**src/vdi_pkg.sv**
```systemverilog
package vdi_pkg;

    localparam int MaxVertices = 1024;
    localparam int AttrsPerVertex = 8;
    localparam int VtxIdxW = $clog2(MaxVertices);
    localparam int AttrIdxW = $clog2(AttrsPerVertex);
    localparam int CountW = VtxIdxW + 1;
    localparam int MemAddrW = VtxIdxW + AttrIdxW;
    localparam int QueueDepth = 2;

    localparam logic [1:0] CMD_ADD = 2'd0;
    localparam logic [1:0] CMD_CLEAR = 2'd1;
    localparam logic [1:0] CMD_CLOSE = 2'd2;
    localparam logic [1:0] CMD_RSVD = 2'd3;

    localparam logic [1:0] ST_DONE = 2'd0;
    localparam logic [1:0] ST_DROP = 2'd1;
    localparam logic [1:0] ST_IGNORED = 2'd2;

    localparam logic [1:0] CFG_CAPACITY = 2'd0;
    localparam logic [1:0] CFG_TOLERANCE = 2'd1;
    localparam logic [1:0] CFG_NORMALIZE = 2'd2;

    localparam int InDataW = 2 + 32 * AttrsPerVertex;
    localparam int InTdataW = ((InDataW + 7) / 8) * 8;
    localparam int OutDataW = 16 + 1 + 2 + 11 + 16;
    localparam int OutTdataW = ((OutDataW + 7) / 8) * 8;

    typedef logic signed [31:0] t_attr;

    // classified work item passed from front to back
    typedef struct packed {
        logic [1:0] cmd;
        t_attr [AttrsPerVertex-1:0] attr;
    } t_job;

endpackage

```
**src/vdi_queue.sv**
```systemverilog
module vdi_queue
    import vdi_pkg::*;
(
    input  logic i_clk,
    input  logic i_rst_n,
    input  logic i_valid,
    output logic o_ready,
    input  t_job i_job,
    output logic o_valid,
    input  logic i_ready,
    output t_job o_job
);

    t_job r_mem [QueueDepth];
    logic [$clog2(QueueDepth)-1:0] r_wp, r_rp;
    logic [$clog2(QueueDepth):0]   r_cnt;
    logic w_push, w_pop;

    assign o_ready = (r_cnt != ($clog2(QueueDepth)+1)'(QueueDepth));
    assign o_valid = (r_cnt != '0);
    assign o_job = r_mem[r_rp];
    assign w_push = i_valid && o_ready;
    assign w_pop = o_valid && i_ready;

    always_ff @(posedge i_clk) begin
        if (!i_rst_n) begin
            r_wp <= '0;
            r_rp <= '0;
            r_cnt <= '0;
        end else begin
            if (w_push) r_wp <= r_wp + 1'b1;
            if (w_pop) r_rp <= r_rp + 1'b1;
            r_cnt <= r_cnt + ($clog2(QueueDepth)+1)'(w_push) - ($clog2(QueueDepth)+1)'(w_pop);
        end
        if (w_push) r_mem[r_wp] <= i_job;
    end

endmodule

```
**config.mk**
```make
export PLATFORM = sky130hd
export DESIGN_NAME = vdi_queue
export DESIGN_NICKNAME = d
export VERILOG_FILES = /design/src/vdi_pkg.sv /design/src/vdi_queue.sv
export SDC_FILE = /design/constraint.sdc
export NUM_CORES = 1
export LEC_CHECK = 0
export BUFFER_PORTS_ARGS = -buffer_cell sky130_fd_sc_hd__buf_4
export CAP_MARGIN = 5
export CORE_MARGIN = 2
export CORE_UTILIZATION = 48
export DETAILED_ROUTE_END_ITERATION = 8
export HOLD_SLACK_MARGIN = 0.05
export PLACE_DENSITY = 0.77
export SLEW_MARGIN = 20
export SYNTH_ARGS = -nofsm -noshare
export SYNTH_HDL_FRONTEND = slang
export SYNTH_SLANG_ARGS = --single-unit
```
**constraint.sdc**
```tcl
create_clock -name i_clk -period 8.2 [get_ports i_clk]
set_clock_uncertainty 0.05 [all_clocks]
set_input_delay 2.05 -clock i_clk [delete_from_list [all_inputs] [get_ports i_clk]]
set_output_delay 2.05 -clock i_clk [all_outputs]
set_load 0.02 [all_outputs]
```
# == After elaboration in Yosys (flattened, before gate mapping) ==
# Memory sizes are Yosys's and may differ from the RTL's. A register that Yosys moved wholly into a read port is not among the register bits.
# Cells that the tools add are included.
# totals
register_bits,4
ramBits,516
output_inout_bits,260
word_cells,16
mem_count,1
# memory_table
name,depth,width,rd,rd_clocked_by_memory_dff,wr,line_no,rtl
r_mem,2,258,1,1,1,vdi_queue.sv:14,t_job r_mem [QueueDepth];
# classes
add_sub_neg,4
eq_ne,1
muxes,4
reduce_logical,3
# ops
cell,count
$mux 1,4
$add 1x1->1 const B,2
$add 2x1->2,1
$logic_and 1x1->1,2
$ne 2x2->1 const B,1
$reduce_bool 2->1,1
$sub 2x1->2,1

# == Longest topological paths before layout ==
# depth
depth_word,4
depth_mapped,6
ltp_nobuf,6

# == Worst setup path before layout ==
# No wires, ideal clock.
# synth_timing
path_type,input to register
start,input port i_valid
end,"memory r_mem[1][0] (netlist name), enable pin"
setup_time_ns,0.654
t_arrival_ns,7.976
required_time_ns,7.496
path_slack_ns,-0.480
stages,1
cell_sequence,and3_1
# synth_between
elab_chain_cells,3
# synth_lines
item,line_no,rtl
"start, declared",vdi_queue.sv:6,"input logic i_valid,"
$logic_and 1x1->1,vdi_queue.sv:22,assign w_push = i_valid && o_ready;
$mux 1,vdi_queue.sv:35,if (w_push) r_mem[r_wp] <= i_job;
$mux 1 (not written as such),vdi_queue.sv:35,
"end, declared",vdi_queue.sv:14,
# No other way between the ends.

==> metrics.txt <==
complex-gate fraction of the synthesized area=0.002727; DR vias/cell=4.970; maxcap violations=0; P&R area growth vs syn=30.12%; Synthesized Nets=1095; Port Buf Inserts=521; critical setup path kind=flop to primary output; Worst-Skew Late Latency=0.57 ns; post-synthesis sequential area ratio=0.7903; Placeable Area=40740 um^2; GRT overflow=0; final setup TNS=0 ns; global-route wire length before repair=57950 um; die width=206.8 um; VDD IR max=0.2235 mV; Worst R2R End=r_mem[0][8]; Mapped Cells=832; FF-to-FF setup slack=5.28 ns; crit path capture type=primary output; final worst-path cycle share=0.6140; part of the power in combinational logic=0.269; Int Pwr=5.523 mW; Sequential Area=15600 um^2; detailed-route via count=9712; cell area power density=295.6 nW/um^2; vias in the first global route=9780; largest net degree at the start of global routing=140; Sequential Power Share=0.441; drt pass-1 iters=4; cell taking the most area after synthesis=edfxtp_1; Root Driver=clkbuf_16; Yosys cell types=25; CTS Sinks=521; Fmax=198.6 MHz; TritonCTS Buffers=52; Clock power frac=0.291; final wirelength=41870 um; fraction of the mapped netlist area in adder cells=0.0006341; setup repair after global routing missed its margin=no; type of origin of the critical path=flop; synth warn=0; post-CTS resize count=0; top post-synthesis cells by area=edfxtp_1, mux2_4, mux2_2; RR Startpoint=r_cnt[0]; simple-gate area share of the yosys netlist=0.003741; post-DP HPWL=28000 um; mean post-synth cell area=23.72 um^2; Multi-input gate area=3824 um^2; share of the synthesized area in the top cell type=0.7852; post-CTS setup buffers=0; 1st-iter DRT viols=500; CTS tree=built; max-slew violation count=0; GRT Util Overall=0.1834; main combinational cell family by area after synthesis=multiplexers; Worst EP arrival=2.93 ns; Hold Crit Class=flop to flop; Fin. Hold Viols=0; Mapped Area=19730 um^2; run status=finished, final reports clean; initial core utilization=0.4844; die height=206.8 um; mux cell area share after synthesis=0.1860; initial antenna violation count=2; drt wl/cell=21.43 um; Sw Share=0.2724; worst slew pin tran=1.092 ns; Slew HR=0.2718; Fill cells=2800; Top Ports=522; fin crit period=5.034 ns; FP Rows=74; Leak Pwr=9.884 nW; clk slew on worst S/H paths=0.06 ns; final setup vio count=0; final core utilization=0.6303; Worst EP required=6.10 ns; xor and xnor area share after synthesis=0.0004439; CTS max path bufs=3; H-tree depth=2; routability cong.=0.7801; share of cells above drive strength 1=0.6010; drt drc=0; Net Switching=2.068 mW; final-stage net count=1648; critical path fanouts, max=135; antenna-violating nets left=0; Die Area=42750 um^2; Setup crit end=o_job[253]; R2R cell count=4; hold buffers post-CTS=0; FF+latch count, synth=521
-- stage by stage --
| stage | area (um^2) | setup WS (ns) | hold WS (ns) | total power [mW] | cells |
|---|---|---|---|---|---|
| floorplan | 19730 | 0.4192 | 0.4780 | 4.761 | 832 |
| global placement | 24090 | 3.715 | 0.5151 | 5.425 | 1862 |
| detailed placement | 24090 | 3.689 | 0.5178 | 5.455 | 1862 |
| CTS | 25650 | 3.042 | 0.5382 | 7.663 | 1952 |
| global route | 25680 | 3.023 | 0.5738 | 7.864 | 1954 |
| finish | 25680 | 3.166 | 0.5307 | 7.590 | 1954 |
-- worst min path at each step --
stage / end / start / depth (start not counted)
floorplan: r_wp / r_wp / 2
global placement: flop / r_rp / 2
CTS: flop / r_rp / 2
detailed placement: flop / r_rp / 2
global route: flop / r_rp / 2
finish: flop / r_rp / 2
-- logic make-up (layout without fill, tap and decap cells) --
kind of cell             count (synthesis)  in the layout
AO/OA/AOI/OAI                            7              7
buffers and inverters                   30            619
AND/OR/NAND/NOR                         13             13
XOR/XNOR                                 1              1
adder cells (fa/ha/maj)                  1              1
flip-flops                             521            521
multiplexers                           259            259
other                                    0              1
-- critical path: stages (launching register included) --
cell     delay, ns
dfxtp_4       0.89
buf_12        0.67
mux2_2        0.44
buf_4         0.16
-- routing by layer --
metal | track usage | vias up | share of wire
met3 | 0.06578 | 77 | 0.097
met4 | 0.07624 | 2 | 0.031
met5 | 0 | - | 0.00038
li1 | - | 4421 | -
met1 | 0.2096 | 4809 | 0.37
met2 | 0.3133 | 403 | 0.50
-- cell usage after synthesis --
cell type  number
a211oi_1        1
a21bo_2         2
a21boi_0        1
a32oi_1         1
and2_1          3
and3_1          1
buf_2           3
buf_6          24
buf_8           2
dfxtp_1         5
edfxtp_1      516
ha_1            1
inv_1           1
mux2_2         57
mux2_4        201
mux2i_1         1
nand2_1         1
nand2b_1        2
nand3_1         1
nand3b_1        1
nor2_1          2
nor2b_1         1
o21ai_0         2
or2_2           1
xnor2_1         1
-- cell type report --
class / count / share of cell area
antenna: 1 / 0.00009746
clock buffer: 69 / 0.05399
clock inverter: 21 / 0.006822
inverter: 1 / 0.0004386
multi-input combinational: 281 / 0.1489
sequential: 521 / 0.6075
tap: 532 / 0.02592
timing repair buffer: 528 / 0.1563
-- cells in the final DEF (no fill, tap or decap), types with 2 or more instances in the layout --
cell type	synthesis	layout
a21bo_2	2	2
and2_1	3	3
buf_12	0	4
buf_4	0	524
bufinv_16	0	3
clkbuf_1	0	16
clkbuf_16	0	53
clkinv_1	0	12
clkinv_2	0	3
clkinv_4	0	2
dfxtp_1	5	4
edfxtp_1	516	516
mux2_2	57	57
mux2_4	201	201
nand2b_1	2	2
nor2_1	2	2
o21ai_0	2	2
-- power by group through the flow --
stage                     clock network (mW)  logic, mW  registers (mW)
after floorplan                            0       1.36            3.40
after global placement                     0       2.04            3.39
after detailed placement                   0       2.05            3.40
after CTS                               2.26       2.06            3.35
after global routing                    2.36       2.14            3.37
final                                   2.21       2.04            3.34
-- state kept, by name, summed over array words and instances (netlist names), named ones only --
register	count
r_mem	516
r_wp	1
r_rp	1
r_cnt	2
(Power assumes the default switching activity.)
